File: config.mk
export PLATFORM = sky130hd
export DESIGN_NAME = tag_value_message_parser
export DESIGN_NICKNAME = d
export VERILOG_FILES = /design/src/sv/tvmp_pkg.sv /design/src/sv/tvmp_tag_acc.sv /design/src/sv/tvmp_step.sv /design/src/sv/tag_value_message_parser.sv
export SDC_FILE = /design/constraint.sdc
export NUM_CORES = 1
export LEC_CHECK = 0
export BUFFER_PORTS_ARGS = -buffer_cell sky130_fd_sc_hd__buf_2
export CORE_UTILIZATION = 65
export DETAILED_ROUTE_END_ITERATION = 10
export PLACE_DENSITY = 0.87
export SLEW_MARGIN = 10
export SYNTH_ARGS = -nofsm -noshare
export SYNTH_HDL_FRONTEND = slang
export SYNTH_SLANG_ARGS = --single-unit
File: constraint.sdc
create_clock -name clk -period 8.25 [get_ports clk]
set_input_delay 1.65 -clock clk [delete_from_list [all_inputs] [get_ports clk]]
set_output_delay 1.65 -clock clk [all_outputs]
set_load 0.01 [all_outputs]
File: src/sv/tvmp_pkg.sv
`timescale 1ns / 1ps

package tvmp_pkg;

	// fixed field widths
	localparam int unsigned BYTE_BITS      = 8;
	localparam int unsigned FIELD_TAG_BITS = 20;
	localparam int unsigned CFG_BITS       = 20;
	localparam int unsigned CHECK_BITS     = 10;
	localparam int unsigned REG_IDX_BITS   = 1;

	// character codes
	localparam logic [BYTE_BITS-1:0] SEP_BYTE   = 8'h3D;
	localparam logic [BYTE_BITS-1:0] DIGIT_ZERO = 8'h30;
	localparam logic [BYTE_BITS-1:0] DIGIT_NINE = 8'h39;

	// checksum value saturates here, a value no byte sum can reach
	localparam logic [CHECK_BITS-1:0] CHECK_MAX = 10'd1023;

	// register reset values
	localparam logic [BYTE_BITS-1:0]      DELIM_RESET        = 8'h01;
	localparam logic [FIELD_TAG_BITS-1:0] CHECKSUM_TAG_RESET = 20'd10;

	typedef enum logic [REG_IDX_BITS-1:0] {
		REG_FIELD_DELIM  = 1'b0,
		REG_CHECKSUM_TAG = 1'b1
	} reg_index_t;

	typedef enum logic [1:0] {
		KIND_TAG   = 2'd0,
		KIND_SEP   = 2'd1,
		KIND_VALUE = 2'd2,
		KIND_DELIM = 2'd3
	} byte_kind_t;

	// per-message parser state, tag accumulator kept apart (parameter width)
	typedef struct packed {
		logic                  in_value;
		logic                  tag_digit_seen;
		logic                  tag_digits_closed;
		logic                  tag_overflow;
		logic [BYTE_BITS-1:0]  running_sum;
		logic [BYTE_BITS-1:0]  field_start_sum;
		logic                  check_field_active;
		logic [CHECK_BITS-1:0] check_value_accum;
		logic                  check_digits_closed;
		logic                  check_seen;
		logic [BYTE_BITS-1:0]  check_region_sum;
		logic [CHECK_BITS-1:0] check_expected;
	} msg_state_t;

	// one result word
	typedef struct packed {
		byte_kind_t              kind;
		logic [BYTE_BITS-1:0]    data;
		logic [FIELD_TAG_BITS-1:0] field_tag;
		logic                    tag_ok;
		logic                    field_end;
		logic                    msg_end;
		logic                    msg_ok;
	} result_t;

endpackage

File: src/sv/tvmp_tag_acc.sv
`timescale 1ns / 1ps

module tvmp_tag_acc import tvmp_pkg::*; #(
	parameter int unsigned TAG_BITS = 20
) (
	input  logic [TAG_BITS-1:0] accum,
	input  logic [3:0]          digit,
	output logic [TAG_BITS-1:0] accum_next,
	output logic                overflow
);

	localparam int unsigned PROD_BITS = TAG_BITS + 4;

	logic [PROD_BITS-1:0] acc_wide;
	logic [PROD_BITS-1:0] prod;

	// accum * 10 + digit as two shifts and adds
	assign acc_wide = PROD_BITS'(accum);
	assign prod = (acc_wide << 3) + (acc_wide << 1) + PROD_BITS'(digit);

	// anything above the tag width is an overflow
	assign overflow   = |prod[PROD_BITS-1:TAG_BITS];
	assign accum_next = prod[TAG_BITS-1:0];

endmodule

File: src/sv/tvmp_step.sv
`timescale 1ns / 1ps

module tvmp_step import tvmp_pkg::*; #(
	parameter int unsigned TAG_BITS = 20
) (
	input  logic [TAG_BITS-1:0]       tag_cur,
	input  msg_state_t                st_cur,
	input  logic [BYTE_BITS-1:0]      data_byte,
	input  logic                      last,
	input  logic [BYTE_BITS-1:0]      field_delimiter,
	input  logic [FIELD_TAG_BITS-1:0] checksum_tag,
	output logic [TAG_BITS-1:0]       tag_next,
	output msg_state_t                st_next,
	output result_t                   res
);

	localparam int unsigned CMP_BITS = (TAG_BITS > FIELD_TAG_BITS) ? TAG_BITS : FIELD_TAG_BITS;
	localparam int unsigned CSAT_BITS = CHECK_BITS + 4;

	logic                  is_digit;
	logic [3:0]            digit;
	logic [TAG_BITS-1:0]   acc_next;
	logic                  acc_ovf;
	logic                  tag_is_check;
	logic [CMP_BITS-1:0]   tag_wide;
	logic [CSAT_BITS-1:0]  check_prod;
	logic [CHECK_BITS-1:0] check_sat;
	logic [TAG_BITS-1:0]   tag_next_pre;
	msg_state_t            st_mid;
	byte_kind_t            kind_mid;
	logic                  fend_mid;

	assign is_digit = data_byte inside {[DIGIT_ZERO:DIGIT_NINE]};
	assign digit    = is_digit ? 4'(data_byte - DIGIT_ZERO) : 4'd0;

	// decimal tag accumulate with overflow detect
	tvmp_tag_acc #(
		.TAG_BITS(TAG_BITS)
	) u_tag_acc (
		.accum      (tag_cur),
		.digit      (digit),
		.accum_next (acc_next),
		.overflow   (acc_ovf)
	);

	assign tag_is_check = (CMP_BITS'(tag_cur) == CMP_BITS'(checksum_tag));

	// checksum value accumulate, saturating
	assign check_prod = (CSAT_BITS'(st_cur.check_value_accum) << 3)
		+ (CSAT_BITS'(st_cur.check_value_accum) << 1) + CSAT_BITS'(digit);
	assign check_sat  = (check_prod > CSAT_BITS'(CHECK_MAX)) ? CHECK_MAX
		: check_prod[CHECK_BITS-1:0];

	assign tag_wide = CMP_BITS'(tag_next_pre);

	// byte classification and field state update
	always_comb begin
		st_mid       = st_cur;
		tag_next_pre = tag_cur;
		kind_mid     = KIND_TAG;
		fend_mid     = 1'b0;
		if (!st_cur.in_value) begin
			if (data_byte == SEP_BYTE) begin
				kind_mid        = KIND_SEP;
				st_mid.in_value = 1'b1;
				if (st_cur.tag_digit_seen && !st_cur.tag_overflow && tag_is_check) begin
					st_mid.check_field_active  = 1'b1;
					st_mid.check_value_accum   = '0;
					st_mid.check_digits_closed = 1'b0;
					st_mid.check_region_sum    = st_cur.field_start_sum;
				end
			end else begin
				kind_mid = KIND_TAG;
				if (!st_cur.tag_digits_closed) begin
					if (is_digit) begin
						if (!st_cur.tag_overflow) begin
							if (acc_ovf) begin
								st_mid.tag_overflow = 1'b1;
							end else begin
								tag_next_pre = acc_next;
							end
						end
						st_mid.tag_digit_seen = 1'b1;
					end else begin
						st_mid.tag_digits_closed = 1'b1;
					end
				end
			end
		end else if (data_byte == field_delimiter) begin
			kind_mid = KIND_DELIM;
			fend_mid = 1'b1;
		end else begin
			kind_mid = KIND_VALUE;
			if (st_cur.check_field_active && !st_cur.check_digits_closed) begin
				if (is_digit) begin
					st_mid.check_value_accum = check_sat;
				end else begin
					st_mid.check_digits_closed = 1'b1;
				end
			end
		end
		st_mid.running_sum = st_cur.running_sum + data_byte;
	end

	// field close, message close and result fields
	always_comb begin
		st_next       = st_mid;
		tag_next      = tag_next_pre;
		res.kind      = kind_mid;
		res.field_end = fend_mid;
		res.data      = data_byte;
		res.field_tag = tag_wide[FIELD_TAG_BITS-1:0];
		res.tag_ok    = st_mid.tag_digit_seen && !st_mid.tag_overflow;
		res.msg_end   = last;
		res.msg_ok    = 1'b0;
		if (kind_mid == KIND_DELIM) begin
			if (st_next.check_field_active) begin
				st_next.check_seen         = 1'b1;
				st_next.check_expected     = st_next.check_value_accum;
				st_next.check_field_active = 1'b0;
			end
			tag_next                  = '0;
			st_next.tag_digit_seen    = 1'b0;
			st_next.tag_digits_closed = 1'b0;
			st_next.tag_overflow      = 1'b0;
			st_next.in_value          = 1'b0;
			st_next.field_start_sum   = st_mid.running_sum;
		end
		if (last) begin
			// an open value field is closed by the end of the message
			if (st_next.in_value) begin
				res.field_end = 1'b1;
				if (st_next.check_field_active) begin
					st_next.check_seen         = 1'b1;
					st_next.check_expected     = st_next.check_value_accum;
					st_next.check_field_active = 1'b0;
				end
			end
			res.msg_ok = st_next.check_seen
				&& (CHECK_BITS'(st_next.check_region_sum) == st_next.check_expected);
			st_next  = '0;
			tag_next = '0;
		end
	end

endmodule

File: src/sv/tag_value_message_parser.sv
`timescale 1ns / 1ps

// channel | direction | handshake              | payload
// --------+-----------+------------------------+-----------------------------------------
// in      | input     | in_valid / in_ready    | data_byte, last
// out     | output    | out_valid / out_ready  | byte_kind, data_out, field_tag, tag_ok,
//         |           |                        | field_end, msg_end, msg_ok
// cfg     | input     | cfg_we (no wait)       | cfg_index, cfg_data
//
// one byte per cycle sustained while the output is not stalled; a word reaches the
// outputs through the input register, then the step logic into the result register,
// and waits there for out_ready
// the parser state advances once per byte, when the input register moves on
// reset clears state, valid flags and the registers to SOH and tag 10
// a stalled output holds its word; the input register still takes one more byte

module tag_value_message_parser import tvmp_pkg::*; #(
	parameter int unsigned TAG_BITS = 20
) (
	input  logic                      clk,
	input  logic                      arst_n,
	input  logic                      cfg_we,
	input  logic [REG_IDX_BITS-1:0]   cfg_index,
	input  logic [CFG_BITS-1:0]       cfg_data,
	input  logic                      in_valid,
	output logic                      in_ready,
	input  logic [BYTE_BITS-1:0]      data_byte,
	input  logic                      last,
	output logic                      out_valid,
	input  logic                      out_ready,
	output logic [1:0]                byte_kind,
	output logic [BYTE_BITS-1:0]      data_out,
	output logic [FIELD_TAG_BITS-1:0] field_tag,
	output logic                      tag_ok,
	output logic                      field_end,
	output logic                      msg_end,
	output logic                      msg_ok
);

	logic [BYTE_BITS-1:0]      field_delimiter_q;
	logic [FIELD_TAG_BITS-1:0] checksum_tag_q;

	logic                 valid_s1;
	logic [BYTE_BITS-1:0] data_s1;
	logic                 last_s1;
	logic                 valid_s2;
	result_t              res_s2;

	logic [TAG_BITS-1:0] tag_q;
	msg_state_t          st_q;
	logic [TAG_BITS-1:0] tag_d;
	msg_state_t          st_d;
	result_t             res_d;

	logic advance;
	logic in_take;

	// configuration registers
	always_ff @(posedge clk or negedge arst_n) begin
		if (!arst_n) begin
			field_delimiter_q <= DELIM_RESET;
			checksum_tag_q    <= CHECKSUM_TAG_RESET;
		end else if (cfg_we) begin
			case (reg_index_t'(cfg_index))
				REG_FIELD_DELIM:  field_delimiter_q <= cfg_data[BYTE_BITS-1:0];
				REG_CHECKSUM_TAG: checksum_tag_q    <= cfg_data[FIELD_TAG_BITS-1:0];
				default:          ;
			endcase
		end
	end

	// handshake
	assign advance  = valid_s1 && (!valid_s2 || out_ready);
	assign in_ready = !valid_s1 || advance;
	assign in_take  = in_valid && in_ready;

	// input register
	always_ff @(posedge clk or negedge arst_n) begin
		if (!arst_n) begin
			valid_s1 <= 1'b0;
		end else if (in_take) begin
			valid_s1 <= 1'b1;
		end else if (advance) begin
			valid_s1 <= 1'b0;
		end
	end

	always_ff @(posedge clk) begin
		if (in_take) begin
			data_s1 <= data_byte;
			last_s1 <= last;
		end
	end

	// per-byte parse step
	tvmp_step #(
		.TAG_BITS(TAG_BITS)
	) u_step (
		.tag_cur         (tag_q),
		.st_cur          (st_q),
		.data_byte       (data_s1),
		.last            (last_s1),
		.field_delimiter (field_delimiter_q),
		.checksum_tag    (checksum_tag_q),
		.tag_next        (tag_d),
		.st_next         (st_d),
		.res             (res_d)
	);

	// parser state
	always_ff @(posedge clk or negedge arst_n) begin
		if (!arst_n) begin
			tag_q <= '0;
			st_q  <= '0;
		end else if (advance) begin
			tag_q <= tag_d;
			st_q  <= st_d;
		end
	end

	// result register
	always_ff @(posedge clk or negedge arst_n) begin
		if (!arst_n) begin
			valid_s2 <= 1'b0;
		end else if (advance) begin
			valid_s2 <= 1'b1;
		end else if (out_ready) begin
			valid_s2 <= 1'b0;
		end
	end

	always_ff @(posedge clk) begin
		if (advance) begin
			res_s2 <= res_d;
		end
	end

	assign out_valid = valid_s2;
	assign byte_kind = res_s2.kind;
	assign data_out  = res_s2.data;
	assign field_tag = res_s2.field_tag;
	assign tag_ok    = res_s2.tag_ok;
	assign field_end = res_s2.field_end;
	assign msg_end   = res_s2.msg_end;
	assign msg_ok    = res_s2.msg_ok;

endmodule

# After elaboration in Yosys (flattened, before gate mapping)
# Index checks and enable logic that the tools add are counted.
dict set report totals {
  out_inout_bits 36
  register_bits 144
  wordCells 126
  in_bits 35
}
dict set report op_classes {
  eq_ne 10
  addsub 6
  n_reduce_logical 26
  muxes 54
  bitwise_logic 1
  n_lt_le_gt_ge 3
}
# op n
set ops {}
lappend ops {{20-bit two-way mux} 8}
lappend ops {{10-bit two-way mux} 7}
lappend ops {{51-bit two-way mux} 1}
lappend ops {{11-bit two-way mux} 3}
lappend ops {{23-bit by 21-bit adder with 24-bit output} 1}
lappend ops {{24-bit by 4-bit adder with 24-bit output} 1}
lappend ops {{12-bit two-way mux} 2}
lappend ops {{8-bit two-way mux} 3}
lappend ops {{1-bit two-way mux} 23}
lappend ops {{20-bit equality test} 1}
lappend ops {{13-bit by 11-bit adder with 14-bit output} 1}
lappend ops {{14-bit by 4-bit adder with 14-bit output} 1}
lappend ops {{14-bit by 10-bit greater-than comparator with 1-bit output (second input constant)} 1}
lappend ops {{4-bit two-way mux} 3}
lappend ops {{8-bit by 10-bit equality test with 1-bit output} 1}
lappend ops {{9-bit two-way mux} 1}
lappend ops {{3-bit inequality test (second input constant)} 3}
lappend ops {{8-bit adder} 1}
lappend ops {{8-bit by 6-bit equality test with 1-bit output (second input constant)} 1}
lappend ops {{8-bit equality test} 1}
lappend ops {{8-bit by 6-bit >= comparator with 1-bit output (second input constant)} 1}
lappend ops {{8-bit by 6-bit less-or-equal comparator with 1-bit output (second input constant)} 1}
lappend ops {{1-bit logical AND} 8}
lappend ops {{3-bit two-way mux} 2}
lappend ops {{other kinds (13)} 24}

# Longest topological paths before layout
# Gate-level depths: netlist (run 1).
dict set report logic_depth {
  word_depth 17
  depth_mapped 19
  mapped_depth_nobuf 17
}

# Modules after synthesis
# From an unflattened synthesis (run 1), not the netlist that was laid out.
dict set report hier_totals {
  cells_unflattened 865
  area_unflattened_um2 9659.3
}
# module cells_each seq_area_each_um2 n_inst area_per_inst_um2
set modules_own_cells {}
lappend modules_own_cells {tag_value_message_parser 262 3822.4 1 5355.1}
lappend modules_own_cells {tvmp_step 443 0.0 1 3050.4}
lappend modules_own_cells {tvmp_tag_acc 160 0.0 1 1253.7}

# Least setup slack after synthesis (run 1)
# No wires, ideal clock.
dict set report synth_timing {
  path_type {register to register}
  startpoint {reg data_s1[1]}
  endpoint {reg res_s2 (netlist bit msg_ok) (data pin)}
  setup_slack_ns 3.978
  path_stages_with_launch 17
  setup_ns 0.133
  arrival_time_ns 4.139
  n_path_buf 0
  required_ns 8.117
  period_less_slack_ns 4.272
  cell_sequence {edfxtp_1 o21ai_0 and2_1 nand2_1 fa_1 inv_1 ha_1 a211oi_1 o21ai_1 a311o_1 o211ai_1 a31oi_1 and3_1 a21oi_1 xnor2_1 a2111oi_2 o2111a_1}
}
dict set report synth_via {
  elab_chain_cells 17
  elab_cells_between_ends 38
  cone_classes {add/sub: 2; order compare: 3; eq/ne: 4; mux: 27; reduce/logical: 2}
}
# element line_no
set synth_rtl {}
lappend synth_rtl {{from (decl)} tag_value_message_parser.sv:44} ;# logic [BYTE_BITS-1:0] data_s1;
lappend synth_rtl {{from (signal assigned)} tag_value_message_parser.sv:90} ;# data_s1 <= data_byte;
lappend synth_rtl {{8-bit by 6-bit >= comparator with 1-bit output or 8-bit by 6-bit less-or-equal comparator with 1-bit output (tied branches)} tvmp_step.sv:33} ;# assign is_digit = data_byte inside {[DIGIT_ZERO:DIGIT_NINE]};
lappend synth_rtl {{1-bit logical AND} tvmp_step.sv:33}
lappend synth_rtl {{4-bit two-way mux} tvmp_step.sv:34} ;# assign digit = is_digit ? 4'(data_byte - DIGIT_ZERO) : 4'd0;
lappend synth_rtl {{14-bit by 4-bit adder with 14-bit output} tvmp_step.sv:50} ;# + (CSAT_BITS'(st_cur.check_value_accum) << 1) + CSAT_BITS'(digit);
lappend synth_rtl {{14-bit by 10-bit greater-than comparator with 1-bit output} tvmp_step.sv:51} ;# assign check_sat = (check_prod > CSAT_BITS'(CHECK_MAX)) ? CHECK_MAX
lappend synth_rtl {{10-bit two-way mux} tvmp_step.sv:51}
lappend synth_rtl {{10-bit two-way mux} tvmp_step.sv:95} ;# if (is_digit) begin
lappend synth_rtl {{11-bit two-way mux} tvmp_step.sv:94} ;# if (st_cur.check_field_active && !st_cur.check_digits_closed) begin
lappend synth_rtl {{11-bit two-way mux} tvmp_step.sv:89} ;# end else if (data_byte == field_delimiter) begin
lappend synth_rtl {{11-bit two-way mux} tvmp_step.sv:62} ;# if (!st_cur.in_value) begin
lappend synth_rtl {{10-bit two-way mux} tvmp_step.sv:117} ;# if (st_next.check_field_active) begin
lappend synth_rtl {{10-bit two-way mux} tvmp_step.sv:116} ;# if (kind_mid == KIND_DELIM) begin
lappend synth_rtl {{10-bit two-way mux} tvmp_step.sv:133} ;# if (st_next.check_field_active) begin
lappend synth_rtl {{10-bit two-way mux} tvmp_step.sv:131} ;# if (st_next.in_value) begin
lappend synth_rtl {{10-bit two-way mux} tvmp_step.sv:129} ;# if (last) begin
lappend synth_rtl {{8-bit by 10-bit equality test with 1-bit output} tvmp_step.sv:140} ;# && (CHECK_BITS'(st_next.check_region_sum) == st_next.check_expected);
lappend synth_rtl {{1-bit logical AND (*)} tvmp_step.sv:140}
lappend synth_rtl {{to (signal assigned)} tag_value_message_parser.sv:134} ;# res_s2 <= res_d;
lappend synth_rtl {{to (decl)} tag_value_message_parser.sv:47} ;# result_t res_s2;
# Every way passes the cells marked *; elsewhere a longest branch is shown, timed or not. The select of a mux whose other input is x is not followed.
# A chain may end at the register's enable or synchronous reset.

# Worst setup path after layout (run 1)
# Same ends and word-level chain as after synthesis.

==> flow_summary.toml, run 1 <==
[floorplan]
die_h_microns = 117
rows = 41
fp.dieW_microns = 117
ios = 71
core_sq_um = 12800
die_area_sq_um = 13700
initial_core_util_pct = 67.6

[min_path]
min_path_cells = 2
hold_end = "st_q[15]"
holdCritStartpoint = "st_q[15]"
worst_hold_path_type = "reg -> reg"

[critical_path]
criticalPathCategory = "reg -> reg"
cpPeakStageDelay_ps = 700
cp.buffers_inverters = 1
start_kind = "register"
cp_top_family = "compound AO/OA/AOI/OAI gates"
critPathRequiredTime_ps = 8550
worst_ep_arrival_time_ps = 5720
rr_endpoint = "msg_ok"
cp_max_fo = 7
path_cells = "o21ai_0, and2_1, nand2_1, fa_1, inv_1, ha_1, a211oi_1, o21ai_1, a311o_1, o211ai_1, a31oi_1, and3_1, a21oi_1, xnor2_1, a2111oi_0, o2111a_1"
reg2reg_depth = 16
critPathSlowestCell = "a2111oi_0"
timing.rr.start = "data_s1[1]"
endpoint_kind = "register"
reg2reg_slack_ps = 2820

[sta]
finalWorstSetupSlack_ps = 2820
maxSlewViolCount = 0
min_period_ps = 5430
min_period_over_period_pct = 65.8
tightest_slew_ps = 1070
report.final.hold_viol_count = 0
skew_ps = 9.05
max_freq_mhz = 184
relSlewSlack_pct = 28.5
setup_tns_ps = 0
rsz0062_at_grt = "no"
finalSetupViolCount = 0

[synth]
synthArstFlopShare_pct = 70.1
synth_nets = 941
synth_seq_cells = 144
ys.flop_type = "dfrtp_1"
synth_seq_area_share_pct = 44.3
synth_area_sq_um = 8630
synth_edf_count = 43
synth_area_per_cell_sq_um = 10.3
syn_inst = 836
synthDistinctLibCells = 70
yosysWarnings = 0

[grt]
grt_first_pass_wirelength_mm = 34.6
gr-total-overflow = 0
first_global_vias = 6814
antenna_found_initial = 0
grt.total_usage_pct = 33.9
grt_max_degree = 75

[detailed_routing]
drt.antenna.violating_nets = 0
post_drt_wl_per_cell_microns = 19.7
drt-total-wl_mm = 21.4
vias = 7058
routed_via_density = 6.48
dr.pass1.iters = 5
drc = 0
drt_iter0_drc = 880

[layout]
layout_common_cells = "dfrtp_1, nand2_1, o21ai_0"
diodes = 0
fillCellCount = 805
final_common_cell = "dfrtp_1"
nets = 1010
area_growth_pct = 13.1
drive_above_1_share_pct = 16.9

[cts]
cts_buffers = 17
htreeDepth = 4
cts_root_buf = "clkbuf_16"
clk_path_buf_depth = 2
cts_setup_buffers = 0
cts_hold_buf = 0
clk_latency_ps = 430
ctsResizeCount = 0
cts.sinks = 144
path_clk_slew_ps = 60
cts_tree = "done"

[run_status]
outcome = "finished, final reports clean"

[placement]
port_buffers = 70
routabilityCongestion = 0.894
dp_hpwl_mm = 14.8
pre_cts_slack_ps = 3150

[power_and_ir_drop]
p_sw_uw = 495
p_per_area_nw_per_um2 = 196
swShare_pct = 25.9
peakVddDrop_mv = 0.216
leakagePower_uw = 0.00448
pwr-share-comb_pct = 13.5
p_int_uw = 1420
p_seq_share_pct = 44.4
clkPwrFrac_pct = 42.1

[flow_run]
drv_cap = 0
synth_stat cells (all sizes together), types with 10 or more instances:
library cell / count / area (sq um)
nand2b: 11 / 68.8
ha: 65 / 813
xor2: 39 / 342
xnor2: 24 / 210
nor2: 42 / 158
clkbuf: 22 / 82.6
edfxtp: 43 / 1290
nand2: 89 / 334
a21oi: 40 / 211
mux2i: 10 / 100
a21o: 16 / 120
nand3: 10 / 50.1
a22oi: 23 / 173
mux2: 31 / 349
a22o: 15 / 131
dfrtp: 98 / 2450
inv: 25 / 93.8
and3: 10 / 62.6
o21ai: 86 / 430
nor4: 14 / 100
power by group through the flow:
| stage | sequential (uW) | combinational [uW] | clock, uW |
|---|---|---|---|
| 2_1_floorplan | 851 | 173 | 0 |
| 3_3_place_gp | 855 | 242 | 0 |
| 3_5_place_dp | 859 | 251 | 0 |
| 4_1_cts | 847 | 258 | 805 |
| 5_1_grt | 854 | 283 | 837 |
| 6_report | 849 | 259 | 806 |
worst min-delay path, stage by stage (launching register included):
cell	delay (ps)
dfrtp_1	350
nand2_1	50
o21ai_0	60
worst max path at each step:
stage | cells past startpoint | from | to | slack (ps)
after global placement | 16 | data_s1[1] | msg_ok | 3360
final | 16 | data_s1[1] | msg_ok | 2820
after global routing | 16 | data_s1[1] | msg_ok | 2450
after CTS | 16 | data_s1[1] | msg_ok | 3030
after floorplan | 16 | data_s1[1] | msg_ok | 3980
after detailed placement | 16 | data_s1[1] | msg_ok | 3150
flip-flops by register name, indices dropped and copies added, names as in the netlist:
| signal | count |
|---|---|
| tag_ok | 1 |
| out_valid | 1 |
| checksum_tag_q | 20 |
| msg_ok | 1 |
| data_s1 | 8 |
| field_end | 1 |
| st_q | 51 |
| msg_end | 1 |
| byte_kind | 2 |
| valid_s1 | 1 |
| data_out | 8 |
| field_tag | 20 |
| tag_q | 20 |
| field_delimiter_q | 8 |
| last_s1 | 1 |
layer usage:
layer	GRT usage, %	wire [microns]	up-vias	part of all wire [%]
met4	14.5	573	0	2.7
met3	7.11	1770	60	8.3
met5	0	0	-	0
met1	47.2	9340	3398	44
li1	-	-	3234	-
met2	51.6	9760	366	46
layout make-up:
class / count / area (sq um) / share of cell area (%)
well taps: 172 / 215 / 2.20
clock buffers: 25 / 528 / 5.41
clock inverters: 7 / 95.1 / 0.974
repair buffers: 76 / 398 / 4.08
flip-flops and latches: 144 / 3820 / 39.2
inverters: 25 / 93.8 / 0.961
multi-input cells: 641 / 4610 / 47.2
stage by stage:
step / instance area (sq um) / util [%] / power, uW / hold slack (ps) / std cells
after floorplan: 8630 / - / 1020 / 450 / 836
after global placement: 9140 / 71.5 / 1100 / 467 / 1058
after detailed placement: 9140 / 71.5 / 1110 / 480 / 1058
after CTS: 9760 / 76.4 / 1910 / 490 / 1090
after global routing: 9760 / 76.4 / 1970 / 529 / 1090
final: 9760 / 76.4 / 1910 / 489 / 1090
cell families after synthesis:
group	share of synthesized area, %
simple gates	12.7
compound gates	18.5
xor+xnor	6.39
buf+inv	2.31
fa+ha+maj	10.6
flops	44.3
mux	5.20
Note: power is estimated with default switching activity, not from simulation.
==> run 2, diff against run 1 <==
--- a/config.mk
+++ b/config.mk
@@ -5,10 +5,11 @@
 export SDC_FILE = /design/constraint.sdc
 export NUM_CORES = 1
 export LEC_CHECK = 0
+export ABC_AREA = 1
 export BUFFER_PORTS_ARGS = -buffer_cell sky130_fd_sc_hd__buf_2
-export CORE_UTILIZATION = 65
+export CORE_UTILIZATION = 55
 export DETAILED_ROUTE_END_ITERATION = 10
-export PLACE_DENSITY = 0.87
+export PLACE_DENSITY = 0.78
 export SLEW_MARGIN = 10
 export SYNTH_ARGS = -nofsm -noshare
 export SYNTH_HDL_FRONTEND = slang
==> constraint.sdc (replaced) <==
create_clock -name clk -period 4.5 [get_ports clk]
set_input_delay 0.9 -clock clk [delete_from_list [all_inputs] [get_ports clk]]
set_output_delay 0.9 -clock clk [all_outputs]
set_load 0.01 [all_outputs]
==> run 2 against run 1 <==
Net effect: maximum frequency up 34%; global-route usage is 6.2 points lower; cell area increased by 8.3%; sequential power is 90% higher; register-to-register slack worse by 2400 ps; clock skew up 1.1 ps; area after synthesis rose by 8.2%; first-iteration DRC count decreased by 5.9%; wire length increased by 8.1%.
==> flow_summary.toml, run 2 <==
[grt]
first_global_vias = 7780
grt_first_pass_wirelength_mm = 38.2
grt.total_usage_pct = 27.6
antenna_found_initial = 0
grt_max_degree = 54
gr-total-overflow = 0

[layout]
diodes = 0
largest_reg_flops = 51
final_core_util_pct = 63.8
area_growth_pct = 13.3
final_common_cell = "nand2_1"
multiInputGateArea_sq_um = 4740
regMostFlops = "st_q"
fillCellCount = 1445
drive_above_1_share_pct = 13.2
regArea_sq_um = 3820
layout_common_cells = "nand2_1, inv_1, dfrtp_1"
nets = 1396

[sta]
maxSlewViolCount = 0
skew_ps = 10.1
max_freq_mhz = 247
finalSetupViolCount = 0
tightest_slew_ps = 1050
setup_tns_ps = 0
min_period_over_period_pct = 90.0
relSlewSlack_pct = 30.0
min_period_ps = 4050
report.final.hold_viol_count = 0

[power_and_ir_drop]
leakagePower_uw = 0.00554
swShare_pct = 32.3
p_sw_uw = 1260
pwr-share-comb_pct = 21.1
clkPwrFrac_pct = 37.5
peakVddDrop_mv = 0.297
p_seq_share_pct = 41.4
p_per_area_nw_per_um2 = 368
p_int_uw = 2630

[critical_path]
worst_ep_arrival_time_ps = 4350
critPathSlowestCell = "edfxtp_1"
cpPeakStageDelay_ps = 490
start_kind = "register"
timing.rr.start = "data_s1[6]"
cp_max_fo = 6
critPathRequiredTime_ps = 4800
rr_endpoint = "msg_ok"
reg2reg_depth = 29
crit_path_frequent_cell = "nand2_1"
endpoint_kind = "register"
reg2reg_slack_ps = 450
criticalPathCategory = "reg -> reg"

[placement]
dp_hpwl_mm = 16.9
port_buffers = 70
routabilityCongestion = 0.995

[synth]
synth.area.top_cells = "dfrtp_1, nand2_1, edfxtp_1"
synth_area_per_cell_sq_um = 7.72
synthArstFlopShare_pct = 70.1
yosysWarnings = 0
synth_seq_cells = 144
synth_nets = 1315
ys_top_cells_by_count = "nand2_1, inv_1, dfrtp_1"
synth_area_sq_um = 9340
ys.flop_type = "dfrtp_1"
synth_edf_count = 43
syn_inst = 1210
post-synth-top-count-cell = "nand2_1"
synth_top_cell_by_area = "dfrtp_1"
synth_seq_area_share_pct = 40.9
synthDistinctLibCells = 46
yosys.area.top_type_share_pct = 26.3

[detailed_routing]
post_drt_wl_per_cell_microns = 15.2
dr.pass1.iters = 5
drc = 0
drt_iter0_drc = 828
vias = 8359
drt.antenna.violating_nets = 0
routed_via_density = 5.48
drt-total-wl_mm = 23.2

[cts]
cts_root_buf = "clkbuf_16"
htreeDepth = 4
clk_latency_ps = 440
path_clk_slew_ps = 70
cts.sinks = 144
clk_path_buf_depth = 2
cts_tree = "done"
cts_hold_buf = 0
cts_buffers = 17

[run_status]
outcome = "finished, final reports clean"

[min_path]
worst_hold_path_type = "reg -> reg"
hold_end = "st_q[2]"
holdCritStartpoint = "st_q[2]"
min_path_cells = 1

[floorplan]
fp.dieW_microns = 132
rows = 47
die_h_microns = 132
ios = 71
die_area_sq_um = 17500
initial_core_util_pct = 56.3
core_sq_um = 16600

[flow_run]
drv_cap = 0
-- run 2: cell count changes in the layout (fill, tap and decap cells not counted), moves of 26 or more --
cell and delta:
nor2_1 +32, inv_1 +139, nand2_1 +284, mux2_2 -28
o21ai_0 -35, nand3_1 +60, a21oi_1 +26
-- run 2: cell families (layout without fill, tap and decap cells) --
| logic type | Yosys count | after routing | share of synthesized area [%] |
|---|---|---|---|
| multiplexers | 3 | 3 | 0.362 |
| adder cells (fa/ha/maj) | 70 | 70 | 9.78 |
| XOR/XNOR | 33 | 33 | 3.18 |
| buffers and inverters | 200 | 294 | 8.47 |
| AND/OR/NAND/NOR | 571 | 571 | 25.9 |
| flip-flops | 144 | 144 | 40.9 |
| AO/OA/AOI/OAI | 189 | 189 | 11.4 |
-- run 2: power groups by stage --
stage | Sequential [uW] | Clock (uW) | Combinational, uW
floorplan | 1620 | 0 | 554
global route | 1630 | 1520 | 927
detailed placement | 1630 | 0 | 798
finish | 1610 | 1460 | 821
global placement | 1630 | 0 | 784
CTS | 1610 | 1470 | 805
-- run 2: worst max-delay path: cells and delay by family (launching register included) --
family	cells	cell delay, ps
fa+ha+maj	2	960
buf+inv	3	230
flops	1	490
simple gates	24	2230
-- run 2: what timing repair did --
action,4_1_cts,5_1_grt
setup endpoints to repair,0,1
resized for setup,0,4
setup buffers,0,9
-- run 2: how the worst max path moves through the flow --
stage               cells past startpoint      to       start
floorplan                              26  msg_ok  data_s1[6]
global placement                       28  msg_ok  data_s1[6]
detailed placement                     29  msg_ok  data_s1[6]
CTS                                    29  msg_ok  data_s1[6]
global route                           30  msg_ok  data_s1[1]
finish                                 29  msg_ok  data_s1[6]
-- run 2: stage by stage --
step / power, uW / worst slack, ps / hold slack [ps] / cell area (sq um) / instances
after detailed placement: 2430 / 388 / 467 / 9890 / 1483
after global routing: 4070 / -8.31 / 503 / 10600 / 1524
after global placement: 2410 / 501 / 460 / 9890 / 1483
after CTS: 3880 / 348 / 481 / 10500 / 1515
after floorplan: 2170 / 917 / 448 / 9340 / 1210
final: 3890 / 448 / 484 / 10600 / 1524
-- run 2: final cells by class --
class	instances	share of cell area [%]
multi-input cells	866	44.8
flip-flops and latches	144	36.1
inverters	174	6.18
repair buffers	88	4.61
clock buffers	18	4.06
well taps	220	2.60
clock inverters	14	1.59
-- run 2: layer usage --
layer  share of wire, %  up-vias  global-route usage (%)  routed length [microns]
met1                 46     3851                    39.7                    10600
li1                   -     4104                       -                        -
met2                 44      356                    42.2                    10200
met3                7.9       48                    5.07                     1840
met4                2.0        0                    9.32                      462
met5                  0        -                       0                        0
